--- config.mk ---
export PLATFORM = sky130hd
export DESIGN_NAME = imconv_cell
export DESIGN_NICKNAME = d
export VERILOG_FILES = /design/src/design/imconv_pkg.sv /design/src/design/imconv_cell.sv
export SDC_FILE = /design/constraint.sdc
export NUM_CORES = 2
export LEC_CHECK = 0
export BUFFER_PORTS_ARGS = -buffer_cell sky130_fd_sc_hd__buf_2
export CAP_MARGIN = 10
export CORE_MARGIN = 2
export CORE_UTILIZATION = 45
export DETAILED_ROUTE_END_ITERATION = 8
export GPL_TIMING_DRIVEN = 0
export SYNTH_ARGS = -nofsm -noshare
export SYNTH_HDL_FRONTEND = slang
export SYNTH_SLANG_ARGS = --single-unit
--- constraint.sdc ---
create_clock -name clk -period 6.21 [get_ports clk]
set_clock_uncertainty 0.2 [all_clocks]
set_input_delay 0.621 -clock clk [delete_from_list [all_inputs] [get_ports clk]]
set_output_delay 0.621 -clock clk [all_outputs]
set_load 0.03 [all_outputs]
--- src/design/imconv_pkg.sv ---
// imconv_pkg: shared constants, types and helpers of the 2-d convolution block
// no dependencies; imported by every module of the block
`default_nettype none

package imconv_pkg;

    localparam int MAX_KSIZE  = 5;
    localparam int MAX_WIDTH  = 1024;
    localparam int MAX_HEIGHT = 4096;

    localparam int PIX_W     = 16;
    localparam int COEF_W    = 12;
    localparam int PROD_W    = PIX_W + COEF_W;
    localparam int COL_W     = PROD_W + $clog2(MAX_KSIZE);
    localparam int OUT_W     = 32;
    localparam int ROW_W     = 12;
    localparam int COL_IDX_W = $clog2(MAX_WIDTH);
    localparam int SLOT_W    = $clog2(MAX_KSIZE);
    localparam int KS_W      = 3;
    localparam int HALF_W    = KS_W - 1;
    localparam int WIDTH_W   = 11;
    localparam int HEIGHT_W  = 13;
    localparam int CFG_W     = MAX_KSIZE * COEF_W;
    localparam int CFG_IDX_W = 3;

    typedef enum logic [CFG_IDX_W-1:0] {
        CFG_KERNEL_SIZE,
        CFG_IMAGE_WIDTH,
        CFG_IMAGE_HEIGHT,
        CFG_COEFF_ROW0,
        CFG_COEFF_ROW1,
        CFG_COEFF_ROW2,
        CFG_COEFF_ROW3,
        CFG_COEFF_ROW4
    } cfg_reg_t;

    typedef logic signed [PIX_W-1:0]  pix_t;
    typedef logic signed [COEF_W-1:0] coef_t;
    typedef pix_t  pix_col_t  [MAX_KSIZE];
    typedef coef_t coef_col_t [MAX_KSIZE];

    typedef struct packed {
        logic shift;
        logic mul;
        logic sum;
    } cell_ctrl_t;

    typedef struct packed {
        logic                 emit;
        logic                 last;
        logic [ROW_W-1:0]     row;
        logic [COL_IDX_W-1:0] col;
        logic [COL_IDX_W-1:0] addr;
        logic [SLOT_W-1:0]    slot;
    } pos_info_t;

    // half side of the kernel in use, oversized codes clamp to the largest kernel
    function automatic logic [HALF_W-1:0] kernel_half(input logic [KS_W-1:0] ks);
        logic [KS_W-1:0] k;
        begin
            k = (ks > KS_W'(MAX_KSIZE)) ? KS_W'(MAX_KSIZE) : ks;
            return k[KS_W-1:1];
        end
    endfunction

endpackage

`default_nettype wire

--- src/design/imconv_cell.sv ---
// imconv_cell: one window column with its multipliers and column adder
// depends on imconv_pkg
`default_nettype none

module imconv_cell (
    input  wire logic                           clk,
    input  wire logic                           rst_n,
    input  wire imconv_pkg::cell_ctrl_t         ctrl,
    input  wire imconv_pkg::pix_col_t           col_in,
    input  wire imconv_pkg::coef_col_t          coef,
    output imconv_pkg::pix_col_t                col_out,
    output logic signed [imconv_pkg::COL_W-1:0] col_sum
);
    import imconv_pkg::*;

    pix_col_t                 col_reg;
    logic signed [PROD_W-1:0] prod_reg [MAX_KSIZE];
    logic signed [COL_W-1:0]  sum_reg, sum_next;

    always_comb
    begin
        sum_next = '0;
        for (int d = 0; d < MAX_KSIZE; d++)
            sum_next = sum_next + COL_W'(prod_reg[d]);
    end

    always_ff @(posedge clk or negedge rst_n)
    begin
        if (!rst_n)
            col_reg <= '{default: '0};
        else if (ctrl.shift)
            col_reg <= col_in;
    end

    always_ff @(posedge clk)
    begin
        if (ctrl.mul)
        begin
            for (int d = 0; d < MAX_KSIZE; d++)
                prod_reg[d] <= col_reg[d] * coef[d];
        end
        if (ctrl.sum)
            sum_reg <= sum_next;
    end

    assign col_out = col_reg;
    assign col_sum = sum_reg;

endmodule

`default_nettype wire

==> impl_metrics.csv <==
group,metric,value,unit
job,cap_violations,0,
final_layout,layout_common_cells,"1050 x inv_1, 971 x fa_1, 607 x nand2_1, 321 x and2_1, 313 x ha_1",
yosys,synth_flop_cell,"edfxtp_1",
yosys,synthesis.nets,6014,
floorplan,die_h,322.3,µm
routing,wl_per_cell,18.57,µm
floorplan,placementRows,116,
outcome,outcome,"complete, no violations",
critical_path,end_kind,"flop",
critical_path,crit_chain,"buf_2 -> clkbuf_2 -> nand2_1 -> fa_1 -> inv_1 -> fa_1 -> fa_1 -> fa_1 -> inv_1 -> fa_1 -> inv_1 -> ha_4 -> a211o_1 -> nor3_4 -> o32ai_4 -> o221ai_2 -> a211o_1 -> nand2_2 -> o211ai_1",
global_route,grt_max_degree,96,
routing,vias,31640,
placed_design,post-dp-hpwl,98.10,mm
floorplan,io_pins,256,
floorplan,die_area,103900,µm²
routing,routed_via_density,5.057,
sta,layout_setup_ws,94.74,ps
final_layout,seqCellArea,7173,µm²
sta,tightest_slew,1096,ps
routing,drt_pass1_iterations,6,
final_layout,areaGrowthSynthToFinish,11.47,%
yosys,syn_inst,4567,
global_route,grtUsageTotal,0.2342,
clocking,cts_tree,"yes",
sta,rsz0062_at_grt,"true",
sta,fmax,163.5,MHz
yosys,postSynthAreaPerCell,9.984,µm²
sta,drv_slew,0,
critical_path,crit_top_cell,"fa_1",
floorplan,core,100300,µm²
final_layout,largest_register_ff_count,140,
yosys,yosysUniqueCellTypes,65,
yosys,ys_seq_area_frac,0.1565,
sta,period_minus_slack,6115,ps
placed_design,port_buffers,254,
floorplan,floorplan.initialDensity,0.4547,
final_layout,fin_area,50830,µm²
global_route,grt_pass1_vias,33540,
routing,drt-total-wl,116.2,mm
clocking,cts.sinks,251,
sta,setup_viol,0,
yosys,mappedNetlistArea,45600,µm²
yosys,yosys_register_bits,251,
final_layout,nets,6323,
sta,finalHoldViolations,0,
critical_path,crit_slowest_cell,"o211ai_1",
yosys,async_flop_share,0.3187,
critical_path,cpPeakStageDelay,620,ps
min_path,min_path_type,"primary input to flop",
sta,max_slew_margin,0.2690,
clocking,cts_buffers,35,
yosys,synth-edff-count,171,
critical_path,crit_type,"primary input to flop",
placed_design,pre_cts_slack,-1312,ps
placed_design,place.gp.congestion,0.8788,
global_route,grt_pass1_wl,186.3,mm
yosys,synth_warnings,0,
placed_design,place_area,48690,µm²
global_route,grt-ovfl-total,0,
clocking,insertion_delay,600,ps
routing,drc,0,
clocking,htreeDepth,2,
critical_path,start_kind,"primary input",
final_layout,mostFrequentLayoutCell,"inv_1",
critical_path,worstPathArrival,6200,ps
clocking,clk_transition_reported_paths,60,ps
final_layout,multiInputGateArea,34380,µm²
final_layout,diodes,0,
sta,finalSetupTns,0,ps
clocking,cts_root_buffer,"clkbuf_16",
critical_path,crit_fanout,10,
clocking,cts_max_path_buffers,3,
global_route,antenna_found_initial,5,
critical_path,cp.required,6300,ps
sta,hold_ws,57.92,ps
routing,dr.first_iter.drc_count,1731,
routing,ant_nets,0,
floorplan,die_x,322.3,µm
sta,period_share,0.9847,
final_layout,post_route_cells_drive_above_1_share,0.1271,
final_layout,fillers,9350,
metrics by stage:
step,std cells,utilization
after floorplan,4567,-
after detailed placement,6182,0.4855
final,6257,0.5068
after CTS,6244,0.5006
after global placement,6178,0.4843
after global routing,6257,0.5068
worst max-delay path, delay by kind of cell:
kind	cells	cell delay, ps
AND/OR/NAND/NOR	3	460
AO/OA/AOI/OAI	5	1550
adder cells (fa/ha/maj)	6	2800
buffers and inverters	5	760
final timing paths:
kind	to	slack, ps	depth (start not counted)	from
setup / recovery	prod_reg[0][55]$_DFFE_PP_	90	19	coef[42]
hold / removal	col_out[2]$_DFFE_PN0P_	60	2	col_in[2]
setup reg to reg	prod_reg[0][55]$_DFFE_PP_	100	19	col_out[53]$_DFFE_PN0P_
hold reg to reg	col_sum[0]$_DFFE_PP_	370	1	prod_reg[0][112]$_DFFE_PP_
max in group asynchronous	col_out[37]$_DFFE_PN0P_	4700	3	rst_n
min in group asynchronous	col_out[10]$_DFFE_PN0P_	390	2	rst_n
logic make-up (layout without fill, tap and decap cells):
| logic type | count (synthesis) | in the layout | share of synthesized area |
|---|---|---|---|
| fa+ha+maj | 1302 | 1302 | 0.5180 |
| simple gates | 1222 | 1222 | 0.1259 |
| buf+inv | 1209 | 1542 | 0.09953 |
| compound gates | 347 | 347 | 0.05030 |
| flops | 251 | 251 | 0.1565 |
| xor+xnor | 153 | 153 | 0.02939 |
| mux | 83 | 83 | 0.02042 |
what timing repair did:
| action | 4_1_cts | 5_1_grt |
|---|---|---|
| hold endpoints to repair | 39 | 0 |
| buffers inserted | 12 | 21 |
| resized for setup | 116 | 228 |
| setup endpoints to repair | 25 | 29 |
| hold buffers | 1 | 0 |
| gates cloned | 0 | 1 |
| pin swaps | 8 | 43 |
layout make-up:
class	count	share of cell area
Multi-Input combinational cell	3107	0.6764
Sequential cell	251	0.1411
Inverter	1058	0.07813
Tap cell	1357	0.03340
Timing Repair Buffer	293	0.03299
Clock buffer	36	0.01731
Buffer	130	0.01526
Clock inverter	25	0.005342
cells in the mapped netlist, drive strengths merged, types with 22 or more instances:
library cell | instances | area (µm²)
o21ai | 71 | 355.3
ha | 326 | 4079
a21o | 37 | 277.8
and2 | 324 | 2027
edfxtp | 171 | 5135
mux2 | 80 | 900.9
inv | 1058 | 3971
xor2 | 30 | 262.8
xnor2 | 123 | 1077
clkbuf | 148 | 555.5
dfrtp | 80 | 2002
a21oi | 93 | 465.5
fa | 976 | 19540
a211oi | 22 | 165.2
nand2b | 33 | 206.5
nand2 | 609 | 2286
o21a | 28 | 210.2
nor2 | 135 | 506.7
nor3 | 40 | 200.2
per-layer routing:
layer	vias to the layer above	GRT usage	part of all wire	wire [µm]
li1	14430	-	-	-
met1	16180	0.3225	0.43	50470
met2	856	0.3752	0.47	54140
met3	173	0.04320	0.064	7389
met4	2	0.07601	0.036	4209
met5	-	0	0.00010	12
Power is not shown: default switching activity piles up to over one toggle a cycle in this logic, so the estimate is an artifact.
