<file path="src/design/imconv_pkg.sv">
// imconv_pkg: shared constants, types and helpers of the 2-d convolution block
// no dependencies; imported by every module of the block
`default_nettype none

package imconv_pkg;

    localparam int MAX_KSIZE  = 5;
    localparam int MAX_WIDTH  = 1024;
    localparam int MAX_HEIGHT = 4096;

    localparam int PIX_W     = 16;
    localparam int COEF_W    = 12;
    localparam int PROD_W    = PIX_W + COEF_W;
    localparam int COL_W     = PROD_W + $clog2(MAX_KSIZE);
    localparam int OUT_W     = 32;
    localparam int ROW_W     = 12;
    localparam int COL_IDX_W = $clog2(MAX_WIDTH);
    localparam int SLOT_W    = $clog2(MAX_KSIZE);
    localparam int KS_W      = 3;
    localparam int HALF_W    = KS_W - 1;
    localparam int WIDTH_W   = 11;
    localparam int HEIGHT_W  = 13;
    localparam int CFG_W     = MAX_KSIZE * COEF_W;
    localparam int CFG_IDX_W = 3;

    typedef enum logic [CFG_IDX_W-1:0] {
        CFG_KERNEL_SIZE,
        CFG_IMAGE_WIDTH,
        CFG_IMAGE_HEIGHT,
        CFG_COEFF_ROW0,
        CFG_COEFF_ROW1,
        CFG_COEFF_ROW2,
        CFG_COEFF_ROW3,
        CFG_COEFF_ROW4
    } cfg_reg_t;

    typedef logic signed [PIX_W-1:0]  pix_t;
    typedef logic signed [COEF_W-1:0] coef_t;
    typedef pix_t  pix_col_t  [MAX_KSIZE];
    typedef coef_t coef_col_t [MAX_KSIZE];

    typedef struct packed {
        logic shift;
        logic mul;
        logic sum;
    } cell_ctrl_t;

    typedef struct packed {
        logic                 emit;
        logic                 last;
        logic [ROW_W-1:0]     row;
        logic [COL_IDX_W-1:0] col;
        logic [COL_IDX_W-1:0] addr;
        logic [SLOT_W-1:0]    slot;
    } pos_info_t;

    // half side of the kernel in use, oversized codes clamp to the largest kernel
    function automatic logic [HALF_W-1:0] kernel_half(input logic [KS_W-1:0] ks);
        logic [KS_W-1:0] k;
        begin
            k = (ks > KS_W'(MAX_KSIZE)) ? KS_W'(MAX_KSIZE) : ks;
            return k[KS_W-1:1];
        end
    endfunction

endpackage

`default_nettype wire

</file>
<file path="src/design/imconv_pos.sv">
// imconv_pos: raster position counters and per-item result decision
// depends on imconv_pkg
`default_nettype none

module imconv_pos (
    input  wire logic                          clk,
    input  wire logic                          rst_n,
    input  wire logic                          accept,
    input  wire logic                          frame_start,
    input  wire logic [imconv_pkg::KS_W-1:0]     kernel_size,
    input  wire logic [imconv_pkg::WIDTH_W-1:0]  image_width,
    input  wire logic [imconv_pkg::HEIGHT_W-1:0] image_height,
    output imconv_pkg::pos_info_t              info
);
    import imconv_pkg::*;

    logic [ROW_W-1:0]     row_reg, row_next;
    logic [COL_IDX_W-1:0] col_reg, col_next;
    logic [SLOT_W-1:0]    slot_reg, slot_next;

    logic [WIDTH_W-1:0]   w_eff;
    logic [HEIGHT_W-1:0]  h_eff;
    logic [HALF_W-1:0]    half;
    logic [KS_W-1:0]      span;
    logic [ROW_W-1:0]     r;
    logic [COL_IDX_W-1:0] c;
    logic [SLOT_W-1:0]    s;
    logic [WIDTH_W-1:0]   col_inc;
    logic [HEIGHT_W-1:0]  row_inc;

    always_comb
    begin
        priority if (image_width == '0)
            w_eff = WIDTH_W'(1);
        else if (image_width > WIDTH_W'(MAX_WIDTH))
            w_eff = WIDTH_W'(MAX_WIDTH);
        else
            w_eff = image_width;

        priority if (image_height == '0)
            h_eff = HEIGHT_W'(1);
        else if (image_height > HEIGHT_W'(MAX_HEIGHT))
            h_eff = HEIGHT_W'(MAX_HEIGHT);
        else
            h_eff = image_height;

        half = kernel_half(kernel_size);
        span = {half, 1'b0};

        r = frame_start ? '0 : row_reg;
        c = frame_start ? '0 : col_reg;
        s = frame_start ? '0 : slot_reg;

        info.emit = (r >= ROW_W'(span)) && (c >= COL_IDX_W'(span))
                    && (HEIGHT_W'(r) < h_eff) && (WIDTH_W'(c) < w_eff);
        info.last = (HEIGHT_W'(r) == h_eff - HEIGHT_W'(1))
                    && (WIDTH_W'(c) == w_eff - WIDTH_W'(1));
        info.row  = r - ROW_W'(half);
        info.col  = c - COL_IDX_W'(half);
        info.addr = c;
        info.slot = s;

        col_inc   = WIDTH_W'(c) + WIDTH_W'(1);
        row_inc   = HEIGHT_W'(r) + HEIGHT_W'(1);
        row_next  = r;
        slot_next = s;
        col_next  = col_inc[COL_IDX_W-1:0];
        if (col_inc >= w_eff)
        begin
            col_next = '0;
            if (row_inc >= h_eff)
            begin
                row_next  = '0;
                slot_next = '0;
            end
            else
            begin
                row_next  = row_inc[ROW_W-1:0];
                slot_next = (s == SLOT_W'(MAX_KSIZE - 1)) ? '0 : s + SLOT_W'(1);
            end
        end
    end

    always_ff @(posedge clk or negedge rst_n)
    begin
        if (!rst_n)
        begin
            row_reg  <= '0;
            col_reg  <= '0;
            slot_reg <= '0;
        end
        else if (accept)
        begin
            row_reg  <= row_next;
            col_reg  <= col_next;
            slot_reg <= slot_next;
        end
    end

endmodule

`default_nettype wire

</file>
<file path="config.mk">
export PLATFORM = sky130hd
export DESIGN_NAME = imconv_pos
export DESIGN_NICKNAME = d
export VERILOG_FILES = /design/src/design/imconv_pkg.sv /design/src/design/imconv_pos.sv
export SDC_FILE = /design/constraint.sdc
export NUM_CORES = 1
export LEC_CHECK = 0
export BUFFER_PORTS_ARGS = -buffer_cell sky130_fd_sc_hd__clkbuf_2
export CORE_ASPECT_RATIO = 0.75
export CORE_MARGIN = 2
export CORE_UTILIZATION = 50
export DETAILED_ROUTE_END_ITERATION = 16
export GPL_TIMING_DRIVEN = 1
export PLACE_DENSITY = 0.72
export SYNTH_ARGS = -nofsm -noshare
export SYNTH_HDL_FRONTEND = slang
export SYNTH_SLANG_ARGS = --single-unit
</file>
<file path="constraint.sdc">
create_clock -name clk -period 3.8 [get_ports clk]
set_input_delay 0.38 -clock clk [delete_from_list [all_inputs] [get_ports clk]]
set_output_delay 0.38 -clock clk [all_outputs]
set_load 0.01 [all_outputs]
</file>
==> results_dict.tcl <==
set metrics [dict create \
    grt.met3_usage_pct 3.57 \
    grt_util_all_layers_pct 27.7 \
    first_global_vias 4355 \
    die_y_um 84.8 \
    clock_sinks 25 \
    multi_input_area_sq_mm 0.00344 \
    yosys-top-cells-count "nand2_1, ha_1, xnor2_1" \
    synth_flop_cell "dfrtp_1" \
    cts_hold_buf 0 \
    syn_avg_cell_area_sq_um 7.39 \
    cp-end-kind "primary output" \
    routedWlPerCell_um 16.8 \
    cts_tree "built" \
    seqCellArea_sq_um 627 \
    start_kind "input pin" \
    met2_usage_pct 47.4 \
    clk_path_buf_depth 2 \
    num_vias 4584 \
    synth_most_common_cell "nand2_1" \
    grt.overflow.total 0 \
    largest_reg_flops 12 \
    dp_cells 775 \
    antenna_cells 0 \
    busiest_layer "met2" \
    area_growth_pct 17.3 \
    stdcell_count 779 \
    place_hpwl_mm 10.8 \
    outcome "complete, no violations" \
    setup_viol 0 \
    start_util_pct 51.5 \
    fp.dieW_um 112 \
    critical_path_class "in -> out" \
    synth_edf_count 0 \
    slew_headroom_pct 59.1 \
    io_pins 68 \
    skew_ns 0.00673 \
    viasPerCell 5.88 \
    ff2ff_path_depth 17 \
    core.rowCount 29 \
    drtAntennaViolNets 0 \
    yosys.area.top_type "ha_1" \
    grt_max_degree 29 \
    drive_gt1_share_pct 20.6 \
    ys_ff_latch 25 \
    power.density_mw_per_mm2 184 \
    ctsHtreeMaxLevel 1 \
    core-area_sq_mm 0.00845 \
    grt_pass1_wl_mm 21.4 \
    p_leak_nw 2.43 \
    cp_max_fo 7 \
    post_cts_buffers 0 \
    fin_util_pct 60.4 \
    hold_class "in -> async" \
    dr.pass1.iters 5 \
    layout.nets 765 \
    yosysWarnings 0 \
    vdd_ir_drop_max_mv 0.152 \
    hold_viol_final 0 \
    clockRootBuffer "clkbuf_16" \
    ys_async_sr_fraction_pct 100 \
    syn_nets 682 \
    ys_top_cells_by_area "ha_1, dfrtp_1, xnor2_1, nand2_1, o21ai_0" \
    period_minus_slack_ns 3.58 \
    max_freq_mhz 279 \
    fillers 789 \
    drt_iter0_drc 369 \
    met1_usage_pct 38.6 \
    netlist_area_sq_mm 0.00435 \
    synth_top_area_share_pct 17.2 \
    place_congestion 0.970 \
    die-area_sq_mm 0.00948 \
    io_buffers 66 \
    slew_viol_final 0 \
    clk_latency_ns 0.27 \
    drc 0 \
    drt-total-wl_mm 13.1 \
    postSynthCellCount 589 \
    worst_slew_pin_slew_ns 0.614 \
    cp.arrival_ns 3.20 \
    yosysSeqAreaShare_pct 14.4 \
    yosysUniqueCellTypes 67 \
    antenna_found_initial 0 \
    cts_made_buffers 3 \
    clk_pin_slew_worst_paths_ns 0.06 \
    post-route-period-util_pct 94.3 \
    cap_violations 0 \
    required_ns 3.42 \
]
cell usage in the layout (no fill, tap or decap), types with 18 or more instances in the layout:
| cell | netlist | final |
|---|---|---|
| a21oi_1 | 25 | 25 |
| dfrtp_1 | 25 | 24 |
| nand2_1 | 61 | 61 |
| xnor2_1 | 38 | 38 |
| nand3_1 | 31 | 31 |
| o21ai_0 | 35 | 34 |
| inv_1 | 35 | 35 |
| nor2_1 | 34 | 34 |
| buf_4 | 1 | 45 |
| nand2b_1 | 18 | 18 |
| ha_1 | 60 | 60 |
| nor3_1 | 24 | 24 |
| clkbuf_2 | 0 | 66 |
cell families (layout without fill, tap and decap cells):
kind of cell             after synthesis  after routing  synth area share, %
buffers and inverters                 74            156                 6.95
flip-flops                            25             25                 14.4
adder cells (fa/ha/maj)               62             62                 18.2
AND/OR/NAND/NOR                      239            239                 29.1
XOR/XNOR                              47             47                 9.45
AO/OA/AOI/OAI                        135            135                 20.3
multiplexers                           7              7                 1.67
stage by stage:
| stage | hold WS (ns) | TNS [ns] | setup slack [ns] | power, mW | instance area, sq um |
|---|---|---|---|---|---|
| 2_1_floorplan | 0.0844 | 0 | 0.0294 | 0.542 | 4350 |
| 3_3_place_gp | 0.421 | 0 | 0.116 | 0.686 | 5010 |
| 3_5_place_dp | 0.426 | 0 | 0.0540 | 0.698 | 5010 |
| 4_1_cts | 0.145 | 0 | 0.184 | 0.938 | 5090 |
| 5_1_grt | 0.166 | -0.00770 | -0.00770 | 1.00 | 5110 |
| 6_report | 0.119 | 0 | 0.217 | 0.937 | 5110 |
worst max-delay path, stage by stage:
cell and delay, ns:
clkbuf_2 0.15, nor4_2 0.28, buf_4 0.16, a41oi_1 0.16, or2_2 0.34, ha_1 0.20
buf_4 0.16, or3b_1 0.37, o211ai_1 0.09, mux2_2 0.22, o311ai_1 0.16, nor4_1 0.18
and4_1 0.21, clkbuf_2 0.13
repair_timing:
item                                    4_1_cts  5_1_grt
endpoints found under the hold margin         0        0
endpoints found under the setup margin        0       14
gates resized for setup                       0        7
report_power, final:
part           switching (mW)  internal, mW  leakage [nW]
registers             0.00922         0.275         0.343
logic                   0.244         0.171          2.05
clock network          0.0949         0.144        0.0382
final timing paths:
kind,slack (ns),from,to
max,0.22,image_height[8],info[35]
min,0.12,rst_n,col_reg[7]$_DFFE_PN0P_
max reg2reg,0.30,row_reg[0]$_DFFE_PN0P_,row_reg[10]$_DFFE_PN0P_
min reg2reg,0.51,slot_reg[1]$_DFFE_PN0P_,slot_reg[1]$_DFFE_PN0P_
max in group asynchronous,3.24,rst_n,row_reg[0]$_DFFE_PN0P_
min in group clk,0.51,slot_reg[1]$_DFFE_PN0P_,slot_reg[1]$_DFFE_PN0P_
layout make-up:
cell class	instances	share of cell area (%)
clock buffers	4	1.54
inverters	41	3.01
multi-input cells	490	67.4
flip-flops and latches	25	12.3
well taps	108	2.65
repair buffers	111	13.1
routing by layer:
layer	up-vias	wire, um
met5	-	0
met4	0	110
met3	11	818
met2	148	6170
met1	2146	5960
li1	2279	-
Note: power is estimated with default switching activity, not from simulation.
